## config.mk

```make
export PLATFORM = sky130hd
export DESIGN_NAME = scalar_to_rgba_color_map_core
export DESIGN_NICKNAME = d
export VERILOG_FILES = /design/src/scmap_pkg.sv /design/src/scalar_to_rgba_color_map_core.sv
export SDC_FILE = /design/constraint.sdc
export NUM_CORES = 2
export LEC_CHECK = 0
export ABC_AREA = 1
export BUFFER_PORTS_ARGS = -buffer_cell sky130_fd_sc_hd__clkbuf_2
export CAP_MARGIN = 40
export CELL_PAD_IN_SITES_DETAIL_PLACEMENT = 1
export CELL_PAD_IN_SITES_GLOBAL_PLACEMENT = 2
export CORE_UTILIZATION = 40
export DETAILED_ROUTE_END_ITERATION = 7
export HOLD_SLACK_MARGIN = 0.03
export PLACE_DENSITY_LB_ADDON = 0.1
export SLEW_MARGIN = 5
export SYNTH_ARGS = -nofsm -noshare
export SYNTH_HDL_FRONTEND = slang
export SYNTH_SLANG_ARGS = --single-unit
```

## constraint.sdc

```tcl
create_clock -name clk -period 14.81 [get_ports clk]
set_input_delay 3.7025 -clock clk [delete_from_list [all_inputs] [get_ports clk]]
set_output_delay 3.7025 -clock clk [all_outputs]
set_load 0.05 [all_outputs]
```

## src/scmap_pkg.sv

```systemverilog
`timescale 1ns / 1ps
// Package for the scalar to RGBA color map core: payload types, map codes,
// fixed-point constants and the status base-color table. No dependencies.
package scmap_pkg;

    // Input scalar width (Q4.12 at 16 bits) and derived internal widths.
    localparam int VALUE_W = 16;
    localparam int FRAC_W  = 12;
    localparam int ONE_Q   = 1 << FRAC_W;
    localparam int CLAMP_W = FRAC_W + 1;          // holds 0 .. ONE_Q
    localparam int FS_W    = FRAC_W + 2;          // holds 0 .. 2*ONE_Q
    localparam int WIDE_W  = 34;                  // signed compare width
    localparam int CH_W    = 8;
    localparam int SEL_W   = 4;

    // 1/pi in Q16 for the phase map.
    localparam int INV_PI_Q16 = 20861;
    localparam int INV_PI_W   = 15;
    localparam int PROD_W     = VALUE_W + INV_PI_W;

    // Status map thresholds, exact against 0.3, 1.2 and 0.95.
    localparam int STAT_RED_LIM    = (3 * ONE_Q + 9) / 10;    // v < 0.3
    localparam int STAT_ORANGE_LIM = (12 * ONE_Q + 9) / 10;   // v >= 1.2
    localparam int STAT_BLEND_LIM  = (19 * ONE_Q) / 20 + 1;   // v > 0.95

    // Status blend: c = (255*(b*6*ONE_Q + n*(10-b)) + 30*ONE_Q) / (60*ONE_Q).
    // Status ramp:  c = (255*b*n + 35*ONE_Q) / (70*ONE_Q).
    localparam int BLEND_OFS   = 95 * ONE_Q;
    localparam int RAMP_OFS    = 3 * ONE_Q;
    localparam int BLEND_SCALE = 6 * ONE_Q;
    localparam int BLEND_ROUND = 30 * ONE_Q;
    localparam int RAMP_ROUND  = 35 * ONE_Q;
    localparam int STAT_N_W    = 15;
    localparam int STAT_NUM_W  = 27;
    localparam int STAT_Q_W    = 14;
    // 60*ONE_Q = 15 * 2^(FRAC_W+2), 70*ONE_Q = 35 * 2^(FRAC_W+1).
    localparam int BLEND_SHIFT = FRAC_W + 2;
    localparam int RAMP_SHIFT  = FRAC_W + 1;
    // Reciprocals that give an exact floor over the quotient range in use.
    localparam int RECIP15       = 4370;
    localparam int RECIP15_SHIFT = 16;
    localparam int RECIP35       = 7490;
    localparam int RECIP35_SHIFT = 18;
    localparam int RECIP_W       = 13;

    // Map codes held in map_select; codes above the status maps act as grey.
    localparam logic [SEL_W-1:0] MAP_GREY          = 4'd0;
    localparam logic [SEL_W-1:0] MAP_GREY_FS       = 4'd1;
    localparam logic [SEL_W-1:0] MAP_RED           = 4'd2;
    localparam logic [SEL_W-1:0] MAP_GREEN         = 4'd3;
    localparam logic [SEL_W-1:0] MAP_BLUE          = 4'd4;
    localparam logic [SEL_W-1:0] MAP_RAINBOW       = 4'd5;
    localparam logic [SEL_W-1:0] MAP_RAINBOW_FS    = 4'd6;
    localparam logic [SEL_W-1:0] MAP_PHASE         = 4'd7;
    localparam logic [SEL_W-1:0] MAP_STATUS_BLUE   = 4'd8;
    localparam logic [SEL_W-1:0] MAP_STATUS_CYAN   = 4'd9;
    localparam logic [SEL_W-1:0] MAP_STATUS_PURPLE = 4'd10;
    localparam logic [SEL_W-1:0] MAP_STATUS_GREEN  = 4'd11;

    // Configuration port.
    localparam int APB_AW = 3;
    localparam int APB_DW = 32;
    localparam logic REG_MAP_SELECT = 1'b0;   // register index, paddr[2]

    // Fixed channel values.
    localparam logic [CH_W-1:0] CH_FULL    = 8'd255;
    localparam logic [CH_W-1:0] CH_ZERO    = 8'd0;
    localparam logic [CH_W-1:0] CH_ORANGE  = 8'd128;
    localparam logic [CH_W-1:0] CH_INVALID = 8'd204;
    localparam logic [CH_W-1:0] ALPHA_INV  = 8'd102;

    typedef struct packed {
        logic signed [VALUE_W-1:0] value;
        logic                      value_not_finite;
    } sample_t;

    typedef struct packed {
        logic [CH_W-1:0] red;
        logic [CH_W-1:0] green;
        logic [CH_W-1:0] blue;
        logic [CH_W-1:0] alpha;
    } color_t;

    // Base colors of the status maps, in tenths: channel 0 red, 1 green, 2 blue.
    function automatic logic [3:0] status_base(input logic [1:0] map_idx,
                                               input logic [1:0] ch);
        logic [3:0] b;
        b = 4'd0;
        case (map_idx)
            2'd0: b = (ch == 2'd2) ? 4'd10 : 4'd0;
            2'd1: b = (ch == 2'd0) ? 4'd0 : 4'd10;
            2'd2: b = (ch == 2'd1) ? 4'd0 : 4'd7;
            default: b = (ch == 2'd1) ? 4'd10 : 4'd0;
        endcase
        return b;
    endfunction

endpackage

```

## src/scalar_to_rgba_color_map_core.sv

```systemverilog
`timescale 1ns / 1ps
// An accepted sample transaction passes the five register stages in order to color_valid.
// Throughput: one sample per clock while color_stall is low; the stages (input,
// clamp and 1/pi multiply, linear scale and status numerator, reciprocal divide
// and hue fraction, final select) each pass one transaction per cycle unless stalled.
// Reset clears every stage valid bit and sets map_select to grey (0).
// Scalar to RGBA color map core; depends on scmap_pkg.
module scalar_to_rgba_color_map_core (
    input  logic                              clk,
    input  logic                              rst_n,
    input  logic                              sample_valid,
    output logic                              sample_stall,
    input  scmap_pkg::sample_t                sample,
    output logic                              color_valid,
    input  logic                              color_stall,
    output scmap_pkg::color_t                 color,
    input  logic                              psel,
    input  logic                              penable,
    input  logic                              pwrite,
    input  logic [scmap_pkg::APB_AW-1:0]      paddr,
    input  logic [scmap_pkg::APB_DW-1:0]      pwdata,
    output logic [scmap_pkg::APB_DW-1:0]      prdata,
    output logic                              pready
);

    localparam int VW  = scmap_pkg::VALUE_W;
    localparam int WW  = scmap_pkg::WIDE_W;
    localparam int CLW = scmap_pkg::CLAMP_W;
    localparam int FSW = scmap_pkg::FS_W;
    localparam int PW  = scmap_pkg::PROD_W;
    localparam int NW  = scmap_pkg::STAT_N_W;
    localparam int MW  = scmap_pkg::STAT_NUM_W;
    localparam int QW  = scmap_pkg::STAT_Q_W;
    localparam int CW  = scmap_pkg::CH_W;
    localparam int SW  = scmap_pkg::SEL_W;
    localparam int NP_W = PW + 1 - 16;

    localparam logic signed [WW-1:0] X_ONE     = WW'(scmap_pkg::ONE_Q);
    localparam logic signed [WW-1:0] X_NEG_ONE = -WW'(scmap_pkg::ONE_Q);
    localparam logic signed [WW-1:0] X_RED     = WW'(scmap_pkg::STAT_RED_LIM);
    localparam logic signed [WW-1:0] X_ORANGE  = WW'(scmap_pkg::STAT_ORANGE_LIM);
    localparam logic signed [WW-1:0] X_BLEND   = WW'(scmap_pkg::STAT_BLEND_LIM);

    typedef enum logic [2:0] {
        ST_INVALID,
        ST_RED,
        ST_ORANGE,
        ST_WHITE,
        ST_BLEND,
        ST_RAMP
    } stat_class_t;

    // ------------------------------------------------------------------
    // Configuration register
    // ------------------------------------------------------------------
    logic [SW-1:0] map_select_reg;
    logic          cfg_write;

    assign pready    = 1'b1;
    assign cfg_write = psel && penable && pwrite
                       && (paddr[2] == scmap_pkg::REG_MAP_SELECT);
    assign prdata    = (paddr[2] == scmap_pkg::REG_MAP_SELECT)
                       ? {{(scmap_pkg::APB_DW-SW){1'b0}}, map_select_reg} : '0;

    always_ff @(posedge clk or negedge rst_n)
    begin
        if (!rst_n)
        begin
            map_select_reg <= scmap_pkg::MAP_GREY;
        end
        else if (cfg_write)
        begin
            map_select_reg <= pwdata[SW-1:0];
        end
    end

    // ------------------------------------------------------------------
    // Pipeline flow control: a stage loads when it is empty or when the
    // stage after it loads, so bubbles are squeezed out under a stall.
    // ------------------------------------------------------------------
    logic s1_valid_reg, s2_valid_reg, s3_valid_reg, s4_valid_reg, out_valid_reg;
    logic ld1, ld2, ld3, ld4, ld_out;

    assign ld_out       = !out_valid_reg || !color_stall;
    assign ld4          = !s4_valid_reg || ld_out;
    assign ld3          = !s3_valid_reg || ld4;
    assign ld2          = !s2_valid_reg || ld3;
    assign ld1          = !s1_valid_reg || ld2;
    assign sample_stall = !ld1;
    assign color_valid  = out_valid_reg;

    always_ff @(posedge clk or negedge rst_n)
    begin
        if (!rst_n)
        begin
            s1_valid_reg  <= 1'b0;
            s2_valid_reg  <= 1'b0;
            s3_valid_reg  <= 1'b0;
            s4_valid_reg  <= 1'b0;
            out_valid_reg <= 1'b0;
        end
        else
        begin
            if (ld1)
            begin
                s1_valid_reg <= sample_valid;
            end
            if (ld2)
            begin
                s2_valid_reg <= s1_valid_reg;
            end
            if (ld3)
            begin
                s3_valid_reg <= s2_valid_reg;
            end
            if (ld4)
            begin
                s4_valid_reg <= s3_valid_reg;
            end
            if (ld_out)
            begin
                out_valid_reg <= s4_valid_reg;
            end
        end
    end

    // ------------------------------------------------------------------
    // Stage 1: input register
    // ------------------------------------------------------------------
    logic signed [VW-1:0] s1_value_reg;
    logic                 s1_bad_reg;
    logic [SW-1:0]        s1_sel_reg;

    // ------------------------------------------------------------------
    // Stage A: clamps, 1/pi multiply, status classification
    // ------------------------------------------------------------------
    logic signed [WW-1:0] xw;
    logic [VW-1:0]        ax;
    logic [CLW-1:0]       s2_cl01_next;
    logic [FSW-1:0]       s2_fs_n_next;
    logic                 s2_fs_zero_next;
    logic [PW-1:0]        s2_prod_next;
    stat_class_t          s2_class_next;
    logic [NW-1:0]        s2_stat_n_next;
    logic [19:0]          blend_n_wide;
    logic [19:0]          ramp_n_wide;
    logic signed [WW-1:0] fs_sum;

    assign xw = $signed({{(WW-VW){s1_value_reg[VW-1]}}, s1_value_reg});
    assign ax = s1_value_reg[VW-1] ? VW'(-s1_value_reg) : VW'(s1_value_reg);

    always_comb
    begin
        if (xw < 0)
        begin
            s2_cl01_next = '0;
        end
        else if (xw > X_ONE)
        begin
            s2_cl01_next = CLW'(scmap_pkg::ONE_Q);
        end
        else
        begin
            s2_cl01_next = xw[CLW-1:0];
        end

        if (xw < X_NEG_ONE)
        begin
            fs_sum = '0;
        end
        else if (xw > X_ONE)
        begin
            fs_sum = X_ONE + X_ONE;
        end
        else
        begin
            fs_sum = xw + X_ONE;
        end
        s2_fs_n_next    = fs_sum[FSW-1:0];
        s2_fs_zero_next = (xw == 0);
        s2_prod_next    = PW'(ax) * PW'(scmap_pkg::INV_PI_Q16);

        if (s2_fs_zero_next || s1_bad_reg)
        begin
            s2_class_next = ST_INVALID;
        end
        else if (xw < X_RED)
        begin
            s2_class_next = ST_RED;
        end
        else if (xw >= X_ORANGE)
        begin
            s2_class_next = ST_ORANGE;
        end
        else if (xw >= X_ONE)
        begin
            s2_class_next = ST_WHITE;
        end
        else if (xw >= X_BLEND)
        begin
            s2_class_next = ST_BLEND;
        end
        else
        begin
            s2_class_next = ST_RAMP;
        end

        // Within the blend and ramp bands the clamped value equals v itself.
        blend_n_wide = 20'(s2_cl01_next) * 20'd100 - 20'(scmap_pkg::BLEND_OFS);
        ramp_n_wide  = 20'(s2_cl01_next) * 20'd10 - 20'(scmap_pkg::RAMP_OFS);
        s2_stat_n_next = (s2_class_next == ST_BLEND) ? blend_n_wide[NW-1:0]
                                                     : ramp_n_wide[NW-1:0];
    end

    logic [SW-1:0]  s2_sel_reg;
    logic [CLW-1:0] s2_cl01_reg;
    logic [FSW-1:0] s2_fs_n_reg;
    logic           s2_fs_zero_reg;
    logic [PW-1:0]  s2_prod_reg;
    stat_class_t    s2_class_reg;
    logic [NW-1:0]  s2_stat_n_reg;

    // ------------------------------------------------------------------
    // Stage B: linear channels, rainbow position, status numerators
    // ------------------------------------------------------------------
    logic [CW-1:0]   s3_lin_next;
    logic [CW-1:0]   s3_fsc_next;
    logic [FSW-1:0]  s3_t_next;
    logic [QW-1:0]   s3_q_next [3];
    logic [20:0]     lin_sum;
    logic [21:0]     fsc_sum;
    logic [PW:0]     np_sum;
    logic [NP_W-1:0] np;
    logic [CLW-1:0]  np_cl;
    logic [FSW-1:0]  hue_n;
    logic [3:0]      base;
    logic [11:0]     k_mul;
    logic [MW-1:0]   c0;
    logic [MW-1:0]   num;
    logic            s2_blend;

    assign s2_blend = (s2_class_reg == ST_BLEND);

    always_comb
    begin
        lin_sum     = 21'(s2_cl01_reg) * 21'd255 + 21'(scmap_pkg::ONE_Q / 2);
        s3_lin_next = lin_sum[scmap_pkg::FRAC_W +: CW];
        fsc_sum     = 22'(s2_fs_n_reg) * 22'd255 + 22'(scmap_pkg::ONE_Q);
        s3_fsc_next = fsc_sum[scmap_pkg::FRAC_W+1 +: CW];

        np_sum = (PW+1)'(s2_prod_reg) + (PW+1)'(32768);
        np     = np_sum[PW:16];
        np_cl  = (np > NP_W'(scmap_pkg::ONE_Q)) ? CLW'(scmap_pkg::ONE_Q)
                                                : np[CLW-1:0];

        // Everything runs on a denominator of 2*ONE_Q.
        case (s2_sel_reg)
            scmap_pkg::MAP_RAINBOW_FS: hue_n = s2_fs_n_reg;
            scmap_pkg::MAP_PHASE:      hue_n = {np_cl, 1'b0};
            default:                   hue_n = {s2_cl01_reg, 1'b0};
        endcase
        s3_t_next = FSW'(2 * scmap_pkg::ONE_Q) - hue_n;

        base  = '0;
        k_mul = '0;
        c0    = '0;
        num   = '0;
        for (int ch = 0; ch < 3; ch++)
        begin
            base = scmap_pkg::status_base(s2_sel_reg[1:0], 2'(ch));
            if (s2_blend)
            begin
                k_mul = 12'(4'd10 - base) * 12'd255;
                c0    = MW'(base) * MW'(255 * scmap_pkg::BLEND_SCALE)
                        + MW'(scmap_pkg::BLEND_ROUND);
                num   = MW'(k_mul) * MW'(s2_stat_n_reg) + c0;
                s3_q_next[ch] = QW'(num >> scmap_pkg::BLEND_SHIFT);
            end
            else
            begin
                k_mul = 12'(base) * 12'd255;
                c0    = MW'(scmap_pkg::RAMP_ROUND);
                num   = MW'(k_mul) * MW'(s2_stat_n_reg) + c0;
                s3_q_next[ch] = QW'(num >> scmap_pkg::RAMP_SHIFT);
            end
        end
    end

    logic [SW-1:0]  s3_sel_reg;
    stat_class_t    s3_class_reg;
    logic           s3_fs_zero_reg;
    logic [CW-1:0]  s3_lin_reg;
    logic [CW-1:0]  s3_fsc_reg;
    logic [FSW-1:0] s3_t_reg;
    logic [QW-1:0]  s3_q_reg [3];

    // ------------------------------------------------------------------
    // Stage C: hue sector and fraction, status division by reciprocal
    // ------------------------------------------------------------------
    logic [2:0]       s4_sec_next;
    logic [CW-1:0]    s4_f_next;
    logic [CW-1:0]    s4_nf_next;
    logic [CW-1:0]    s4_sc_next [3];
    logic [FSW-2:0]   rem;
    logic [21:0]      f_sum;
    logic [21:0]      nf_sum;
    logic [MW-1:0]    rq;
    logic [CW:0]      rq_q;

    always_comb
    begin
        // w = 4*t; sector = w / (2*ONE_Q), remainder in the low bits.
        s4_sec_next = s3_t_reg[FSW-1 -: 3];
        rem         = {s3_t_reg[FSW-4:0], 2'b00};
        f_sum       = 22'(rem) * 22'd255 + 22'(scmap_pkg::ONE_Q);
        nf_sum      = (22'(2 * scmap_pkg::ONE_Q) - 22'(rem)) * 22'd255
                      + 22'(scmap_pkg::ONE_Q);
        s4_f_next   = f_sum[scmap_pkg::FRAC_W+1 +: CW];
        s4_nf_next  = nf_sum[scmap_pkg::FRAC_W+1 +: CW];

        rq   = '0;
        rq_q = '0;
        for (int ch = 0; ch < 3; ch++)
        begin
            if (s3_class_reg == ST_BLEND)
            begin
                rq   = MW'(s3_q_reg[ch]) * MW'(scmap_pkg::RECIP15);
                rq_q = (CW+1)'(rq >> scmap_pkg::RECIP15_SHIFT);
            end
            else
            begin
                rq   = MW'(s3_q_reg[ch]) * MW'(scmap_pkg::RECIP35);
                rq_q = (CW+1)'(rq >> scmap_pkg::RECIP35_SHIFT);
            end
            s4_sc_next[ch] = rq_q[CW] ? scmap_pkg::CH_FULL : rq_q[CW-1:0];
        end
    end

    logic [SW-1:0] s4_sel_reg;
    stat_class_t   s4_class_reg;
    logic          s4_fs_zero_reg;
    logic [CW-1:0] s4_lin_reg;
    logic [CW-1:0] s4_fsc_reg;
    logic [2:0]    s4_sec_reg;
    logic [CW-1:0] s4_f_reg;
    logic [CW-1:0] s4_nf_reg;
    logic [CW-1:0] s4_sc_reg [3];

    // ------------------------------------------------------------------
    // Stage D: select the color for the map
    // ------------------------------------------------------------------
    scmap_pkg::color_t rainbow_col;
    scmap_pkg::color_t status_col;
    scmap_pkg::color_t color_next;
    scmap_pkg::color_t color_reg;

    always_comb
    begin
        rainbow_col.alpha = scmap_pkg::CH_FULL;
        case (s4_sec_reg)
            3'd0:
            begin
                rainbow_col.red   = scmap_pkg::CH_FULL;
                rainbow_col.green = s4_f_reg;
                rainbow_col.blue  = scmap_pkg::CH_ZERO;
            end
            3'd1:
            begin
                rainbow_col.red   = s4_nf_reg;
                rainbow_col.green = scmap_pkg::CH_FULL;
                rainbow_col.blue  = scmap_pkg::CH_ZERO;
            end
            3'd2:
            begin
                rainbow_col.red   = scmap_pkg::CH_ZERO;
                rainbow_col.green = scmap_pkg::CH_FULL;
                rainbow_col.blue  = s4_f_reg;
            end
            3'd3:
            begin
                rainbow_col.red   = scmap_pkg::CH_ZERO;
                rainbow_col.green = s4_nf_reg;
                rainbow_col.blue  = scmap_pkg::CH_FULL;
            end
            default:
            begin
                rainbow_col.red   = s4_f_reg;
                rainbow_col.green = scmap_pkg::CH_ZERO;
                rainbow_col.blue  = scmap_pkg::CH_FULL;
            end
        endcase

        status_col.alpha = scmap_pkg::CH_FULL;
        case (s4_class_reg)
            ST_INVALID:
            begin
                status_col.red   = scmap_pkg::CH_INVALID;
                status_col.green = scmap_pkg::CH_INVALID;
                status_col.blue  = scmap_pkg::CH_INVALID;
                status_col.alpha = scmap_pkg::ALPHA_INV;
            end
            ST_RED:
            begin
                status_col.red   = scmap_pkg::CH_FULL;
                status_col.green = scmap_pkg::CH_ZERO;
                status_col.blue  = scmap_pkg::CH_ZERO;
            end
            ST_ORANGE:
            begin
                status_col.red   = scmap_pkg::CH_FULL;
                status_col.green = scmap_pkg::CH_ORANGE;
                status_col.blue  = scmap_pkg::CH_ZERO;
            end
            ST_WHITE:
            begin
                status_col.red   = scmap_pkg::CH_FULL;
                status_col.green = scmap_pkg::CH_FULL;
                status_col.blue  = scmap_pkg::CH_FULL;
            end
            default:
            begin
                status_col.red   = s4_sc_reg[0];
                status_col.green = s4_sc_reg[1];
                status_col.blue  = s4_sc_reg[2];
            end
        endcase

        color_next.alpha = scmap_pkg::CH_FULL;
        color_next.red   = s4_lin_reg;
        color_next.green = s4_lin_reg;
        color_next.blue  = s4_lin_reg;
        if (s4_sel_reg inside {[scmap_pkg::MAP_STATUS_BLUE:scmap_pkg::MAP_STATUS_GREEN]})
        begin
            color_next = status_col;
        end
        else
        begin
            case (s4_sel_reg)
                scmap_pkg::MAP_GREY_FS:
                begin
                    color_next.red   = s4_fs_zero_reg ? scmap_pkg::CH_ZERO : s4_fsc_reg;
                    color_next.green = s4_fs_zero_reg ? scmap_pkg::CH_ZERO : s4_fsc_reg;
                    color_next.blue  = s4_fs_zero_reg ? scmap_pkg::CH_ZERO : s4_fsc_reg;
                end
                scmap_pkg::MAP_RED:
                begin
                    color_next.green = scmap_pkg::CH_ZERO;
                    color_next.blue  = scmap_pkg::CH_ZERO;
                end
                scmap_pkg::MAP_GREEN:
                begin
                    color_next.red  = scmap_pkg::CH_ZERO;
                    color_next.blue = scmap_pkg::CH_ZERO;
                end
                scmap_pkg::MAP_BLUE:
                begin
                    color_next.red   = scmap_pkg::CH_ZERO;
                    color_next.green = scmap_pkg::CH_ZERO;
                end
                scmap_pkg::MAP_RAINBOW, scmap_pkg::MAP_PHASE:
                begin
                    color_next = rainbow_col;
                end
                scmap_pkg::MAP_RAINBOW_FS:
                begin
                    // Zero on the full-scale rainbow is opaque black.
                    if (s4_fs_zero_reg)
                    begin
                        color_next.red   = scmap_pkg::CH_ZERO;
                        color_next.green = scmap_pkg::CH_ZERO;
                        color_next.blue  = scmap_pkg::CH_ZERO;
                    end
                    else
                    begin
                        color_next = rainbow_col;
                    end
                end
                default:
                begin
                    color_next.red = s4_lin_reg;
                end
            endcase
        end
    end

    assign color = color_reg;

    // ------------------------------------------------------------------
    // Payload registers
    // ------------------------------------------------------------------
    always_ff @(posedge clk)
    begin
        if (ld1)
        begin
            s1_value_reg <= sample.value;
            s1_bad_reg   <= sample.value_not_finite;
            s1_sel_reg   <= map_select_reg;
        end
        if (ld2)
        begin
            s2_sel_reg     <= s1_sel_reg;
            s2_cl01_reg    <= s2_cl01_next;
            s2_fs_n_reg    <= s2_fs_n_next;
            s2_fs_zero_reg <= s2_fs_zero_next;
            s2_prod_reg    <= s2_prod_next;
            s2_class_reg   <= s2_class_next;
            s2_stat_n_reg  <= s2_stat_n_next;
        end
        if (ld3)
        begin
            s3_sel_reg     <= s2_sel_reg;
            s3_class_reg   <= s2_class_reg;
            s3_fs_zero_reg <= s2_fs_zero_reg;
            s3_lin_reg     <= s3_lin_next;
            s3_fsc_reg     <= s3_fsc_next;
            s3_t_reg       <= s3_t_next;
            s3_q_reg       <= s3_q_next;
        end
        if (ld4)
        begin
            s4_sel_reg     <= s3_sel_reg;
            s4_class_reg   <= s3_class_reg;
            s4_fs_zero_reg <= s3_fs_zero_reg;
            s4_lin_reg     <= s3_lin_reg;
            s4_fsc_reg     <= s3_fsc_reg;
            s4_sec_reg     <= s4_sec_next;
            s4_f_reg       <= s4_f_next;
            s4_nf_reg      <= s4_nf_next;
            s4_sc_reg      <= s4_sc_next;
        end
        if (ld_out)
        begin
            color_reg <= color_next;
        end
    end

endmodule

```

* Word-level counts from Yosys, hierarchy flattened
Cells that the tools add are included.
Storage, ports and cells: bits in registers 290, bits in latches 0, memory bits (writable) 0, memory bits (read-only) 0, bits of input ports 59, output and inout port bits 67, memories 0
Cells by class: add/subtract/negate cells 23, multipliers 28, div/mod/pow operators 0, order comparisons 10, equal/unequal tests 20, shift operators 0, mux-type cells 31, bitwise logic cells 1, reduce and logical (&&, ||, !) cells 28
Operators with widths (number):
- case mux 24 bit (4 select lines) | 2
- multiplier 12 x 15 -> 27 bit | 6
- case mux 8 bit (4 select lines) | 3
- adder 27 x 17 -> 27 bit, second input constant | 3
- adder 27 x 18 -> 27 bit, second input constant | 3
- adder 27 bit | 3
- multiplier 14 x 12 -> 26 bit, second input constant | 3
- 2-to-1 mux 13 bit | 6
- multiplier 14 x 12 -> 24 bit, second input constant | 3
- adder 21 x 13 -> 21 bit, second input constant | 3
- multiplier 4 x 10 -> 14 bit, second input constant | 3
- multiplier 4 x 8 -> 12 bit, second input constant | 3
- multiplier 5 x 9 -> 12 bit, second input constant | 3
- zero test 34 bit | 1
- adder 31 x 16 -> 32 bit, second input constant | 1
- >= comparator 16 x 14 -> 1 bit, second input constant | 2
- 2-to-1 mux 32 bit | 1
- multiplier 16 x 15 -> 31 bit, second input constant | 1
- case mux 14 bit (2 select lines) | 1
- 2-to-1 mux 9 bit | 3
- equality test 4 x 3 -> 1 bit, second input constant | 6
- 2-to-1 mux 24 bit | 1
- multiplier 14 x 8 -> 21 bit, second input constant | 1
- multiplier 15 x 9 -> 21 bit, second input constant | 1
- 43 further kinds | 78

* Depth between registers and ports, before layout
depth after elaboration 8, mapped depth 37, mapped depth without buffers 36

* Worst setup path after synthesis
Ideal clock, no wire load.
kind input to output, from input color_stall, to output sample_stall, arrival 9539 ps, required time 11108 ps, path slack 1569 ps, stages on the path 8, path buffers 0, path through nand2_1 -> nor2_1 -> inv_1 -> nor2_1 -> inv_1 -> nor2_1 -> inv_1 -> nor2_1
Between the ends: longest elaborated chain between the ends 7
RTL lines:
- start, declared | RTL line scalar_to_rgba_color_map_core.sv:15 | input logic color_stall,
- zero test 1 bit | RTL line scalar_to_rgba_color_map_core.sv:84 | assign ld_out = !out_valid_reg || !color_stall;
- logical OR 1 bit | RTL line scalar_to_rgba_color_map_core.sv:84
- logical OR 1 bit | RTL line scalar_to_rgba_color_map_core.sv:85 | assign ld4 = !s4_valid_reg || ld_out;
- net ld4 | RTL line scalar_to_rgba_color_map_core.sv:82 | logic ld1, ld2, ld3, ld4, ld_out;
- logical OR 1 bit | RTL line scalar_to_rgba_color_map_core.sv:86 | assign ld3 = !s3_valid_reg || ld4;
- net ld3 | RTL line scalar_to_rgba_color_map_core.sv:82
- logical OR 1 bit | RTL line scalar_to_rgba_color_map_core.sv:87 | assign ld2 = !s2_valid_reg || ld3;
- net ld2 | RTL line scalar_to_rgba_color_map_core.sv:82
- logical OR 1 bit | RTL line scalar_to_rgba_color_map_core.sv:88 | assign ld1 = !s1_valid_reg || ld2;
- zero test 1 bit | RTL line scalar_to_rgba_color_map_core.sv:89 | assign sample_stall = !ld1;
- end, declared | RTL line scalar_to_rgba_color_map_core.sv:12 | output logic sample_stall,
The timed path passes the listed nets, and every way through them passes these cells.

* Final worst setup path
from input color_stall, to output sample_stall
Between the ends: longest elaborated chain between the ends 7
RTL lines (RTL line):
- zero test 1 bit | scalar_to_rgba_color_map_core.sv:84
- logical OR 1 bit | scalar_to_rgba_color_map_core.sv:84
- net ld_out | scalar_to_rgba_color_map_core.sv:82
- logical OR 1 bit | scalar_to_rgba_color_map_core.sv:85
- net ld4 | scalar_to_rgba_color_map_core.sv:82
- logical OR 1 bit | scalar_to_rgba_color_map_core.sv:86
- net ld3 | scalar_to_rgba_color_map_core.sv:82
- logical OR 1 bit | scalar_to_rgba_color_map_core.sv:87
- net ld2 | scalar_to_rgba_color_map_core.sv:82
- logical OR 1 bit | scalar_to_rgba_color_map_core.sv:88
- zero test 1 bit | scalar_to_rgba_color_map_core.sv:89
The timed path passes the listed nets, and every way through them passes these cells.

==> impl_metrics.json <==
{
  "ff2ff_setup_slack_ns": 6.80,
  "r2r-start": "s2_sel_reg[1]",
  "postCtsSetupRepairBufs": 0,
  "hold_end": "s4_fsc_reg[7]",
  "drive_gt1_frac": 0.0340,
  "die_h_um": 402,
  "die_area_mm2": 0.161,
  "cts_sinks": 267,
  "synth-seq-area-share": 0.125,
  "hold_path.startpoint": "s3_fsc_reg[7]",
  "r2r-end": "s3_q_reg[6]",
  "setup_viol": 0,
  "final_common_cell": "inv_1",
  "cts.repair.resized": 0,
  "path_clk_slew_ns": 0.06,
  "gp_congestion": 0.876,
  "ioPinCount": 126,
  "relSlewSlack": 0.386,
  "crit_slowest_cell": "clkbuf_2",
  "areaGrowthSynthToFinish_pct": 6.42,
  "yosys.area.top_type_share": 0.318,
  "fin_skew_ns": 0.0480,
  "start_util": 0.403,
  "holdPathStages": 0,
  "diodes": 0,
  "maxCapViolCount": 0,
  "yosysUniqueCellTypes": 61,
  "via_count": 45900,
  "slowest_delay_ns": 0.32,
  "cp_max_fo": 31,
  "synth_cells": 6963,
  "status": "finished, final reports clean",
  "synth_ff_type": "edfxtp_1",
  "core_mm2": 0.158,
  "layout_common_cells": "inv_1 (1769), ha_1 (1237), fa_1 (1015), nand2_1 (774), a21oi_1 (421)",
  "groute.usage.overall": 0.222,
  "grt_pass1_wl_um": 281000,
  "timing.final.crit_period_ns": 9.23,
  "clk_latency_ns": 0.60,
  "cp.arrival_ns": 5.52,
  "firstDrtPassIters": 5,
  "drv_slew": 0,
  "place_hpwl_um": 153000,
  "yosys.area.top_type": "fa_1",
  "largest_reg_flops": 42,
  "crit_type": "in2out",
  "postRouteAntennaNets": 0,
  "synth_edf_count": 258,
  "final_hold_viol_count": 0,
  "ys_seq_elements": 267,
  "fp.dieW_um": 402,
  "timing.reg2reg.worst_path_depth": 25,
  "grt_pass1_vias": 51000,
  "rows": 146,
  "min_period_over_period": 0.623,
  "h-tree-depth": 2,
  "numCtsBuffers": 34,
  "drc": 0,
  "tightestPinTransition_ns": 0.920,
  "totalNegativeSetupSlack_ns": 0,
  "numPortBuffers": 62,
  "ys.warnings.count": 0,
  "crit_chain": "clkbuf_2, nand2_1, nor2_1, inv_2, nor2_1, inv_4, nor2_1, inv_2, buf_4, nor2_1, clkbuf_2",
  "wl_per_cell_um": 19.0,
  "grt_max_degree": 69,
  "via_per_inst": 4.99,
  "cts_root_buf": "clkbuf_16",
  "overflow": 0,
  "timing.hold.ws_ns": 0.421,
  "hold_class": "reg2reg",
  "drt_first_iter_violations": 1981,
  "clock_path_buffers": 3,
  "clock.fmax_ghz": 0.108,
  "path_common_cell": "nor2_1",
  "cp.required_ns": 11.11,
  "routed_wl_um": 174000,
  "rsz0062_at_grt": "false",
  "final_net_count": 9393,
  "synthTopCellsByArea": "fa_1 (32%), ha_1 (24%), edfxtp_1 (12%), inv_1 (10%), nand2_1 (4.5%)",
  "avgSynthCellArea_um2": 9.18,
  "postPlaceCellArea_mm2": 0.0669,
  "syn_area_mm2": 0.0639,
  "fin_area_mm2": 0.0680,
  "startpoint_type": "primary input",
  "grt_antenna_before_repair": 4,
  "cts_tree": "built",
  "ctsHoldBuffers": 0,
  "synthArstFlopShare": 0.0337,
  "crit_path_end_kind": "output pin"
}
[metal layers]
layer  track usage  share of wire  vias to the layer above
met5             0              0                        -
met4        0.0328          0.015                        0
met3        0.0259          0.031                      113
met2         0.371           0.46                      488
met1         0.313           0.49                    23000
li1              -              -                    22200
[how the worst max path moves through the flow]
stage	from	to	slack [ns]
finish	color_stall	sample_stall	5.58
global placement	color_stall	sample_stall	4.59
CTS	color_stall	sample_stall	5.54
floorplan	color_stall	sample_stall	1.57
detailed placement	color_stall	sample_stall	5.54
global route	color_stall	sample_stall	5.33
[cells in the mapped netlist (4+ instances only)]
| cell type | instances |
|---|---|
| o21ai_0 | 259 |
| nand2_1 | 774 |
| nand3_1 | 182 |
| buf_2 | 4 |
| xnor2_1 | 65 |
| o211ai_1 | 20 |
| buf_4 | 38 |
| a211oi_1 | 16 |
| nor3_1 | 43 |
| o21a_1 | 21 |
| clkbuf_1 | 36 |
| nand2_2 | 12 |
| inv_1 | 1772 |
| dfrtp_1 | 9 |
| and2_1 | 4 |
| nor2_2 | 9 |
| ha_1 | 1237 |
| xor2_1 | 107 |
| o221ai_1 | 4 |
| a21o_1 | 19 |
| nand3_2 | 6 |
| nand4_1 | 53 |
| clkinv_1 | 4 |
| a21boi_0 | 15 |
| a221o_1 | 8 |
| a31oi_1 | 16 |
| a41oi_1 | 5 |
| nor2_1 | 375 |
| o21bai_1 | 21 |
| o21ai_1 | 6 |
| o22ai_1 | 15 |
| o31ai_1 | 13 |
| a21oi_1 | 421 |
| nand2_4 | 4 |
| edfxtp_1 | 258 |
| fa_1 | 1015 |
| o2111ai_1 | 10 |
| a32oi_1 | 11 |
| inv_2 | 12 |
| nor4_1 | 9 |
| or2_2 | 15 |
| nand3b_1 | 7 |
[final cells by class]
class	count	area [µm²]
Fill cell	18300	90400
Sequential cell	267	7970
Timing Repair Buffer	110	691
Tap cell	2072	2590
Multi-Input combinational cell	4881	48900
Inverter	1788	6710
Clock inverter	26	220
Clock buffer	36	858
[logic make-up after synthesis]
group / synth area share
AOI/OAI and AO/OA: 0.0785
other: 0.000118
xor gates and xnor gates: 0.0238
and+or+nand+nor: 0.0999
DFF: 0.125
buffers and inverters: 0.113
adders and majority gates: 0.560
[critical path, delay by kind of cell]
kind | cells | cell delay, ns
buffers and inverters | 6 | 0.84
and+or+nand+nor | 5 | 0.95
[stage by stage]
step | util | instances | setup slack [ns]
after floorplan | - | 7020 | 1.57
after global placement | 0.422 | 9108 | 4.59
after detailed placement | 0.422 | 9117 | 5.54
after CTS | 0.429 | 9179 | 5.54
after global routing | 0.429 | 9180 | 5.33
final | 0.429 | 9180 | 5.58
Power is not shown: default switching activity piles up to over one toggle a cycle in this logic, so the estimate is an artifact.
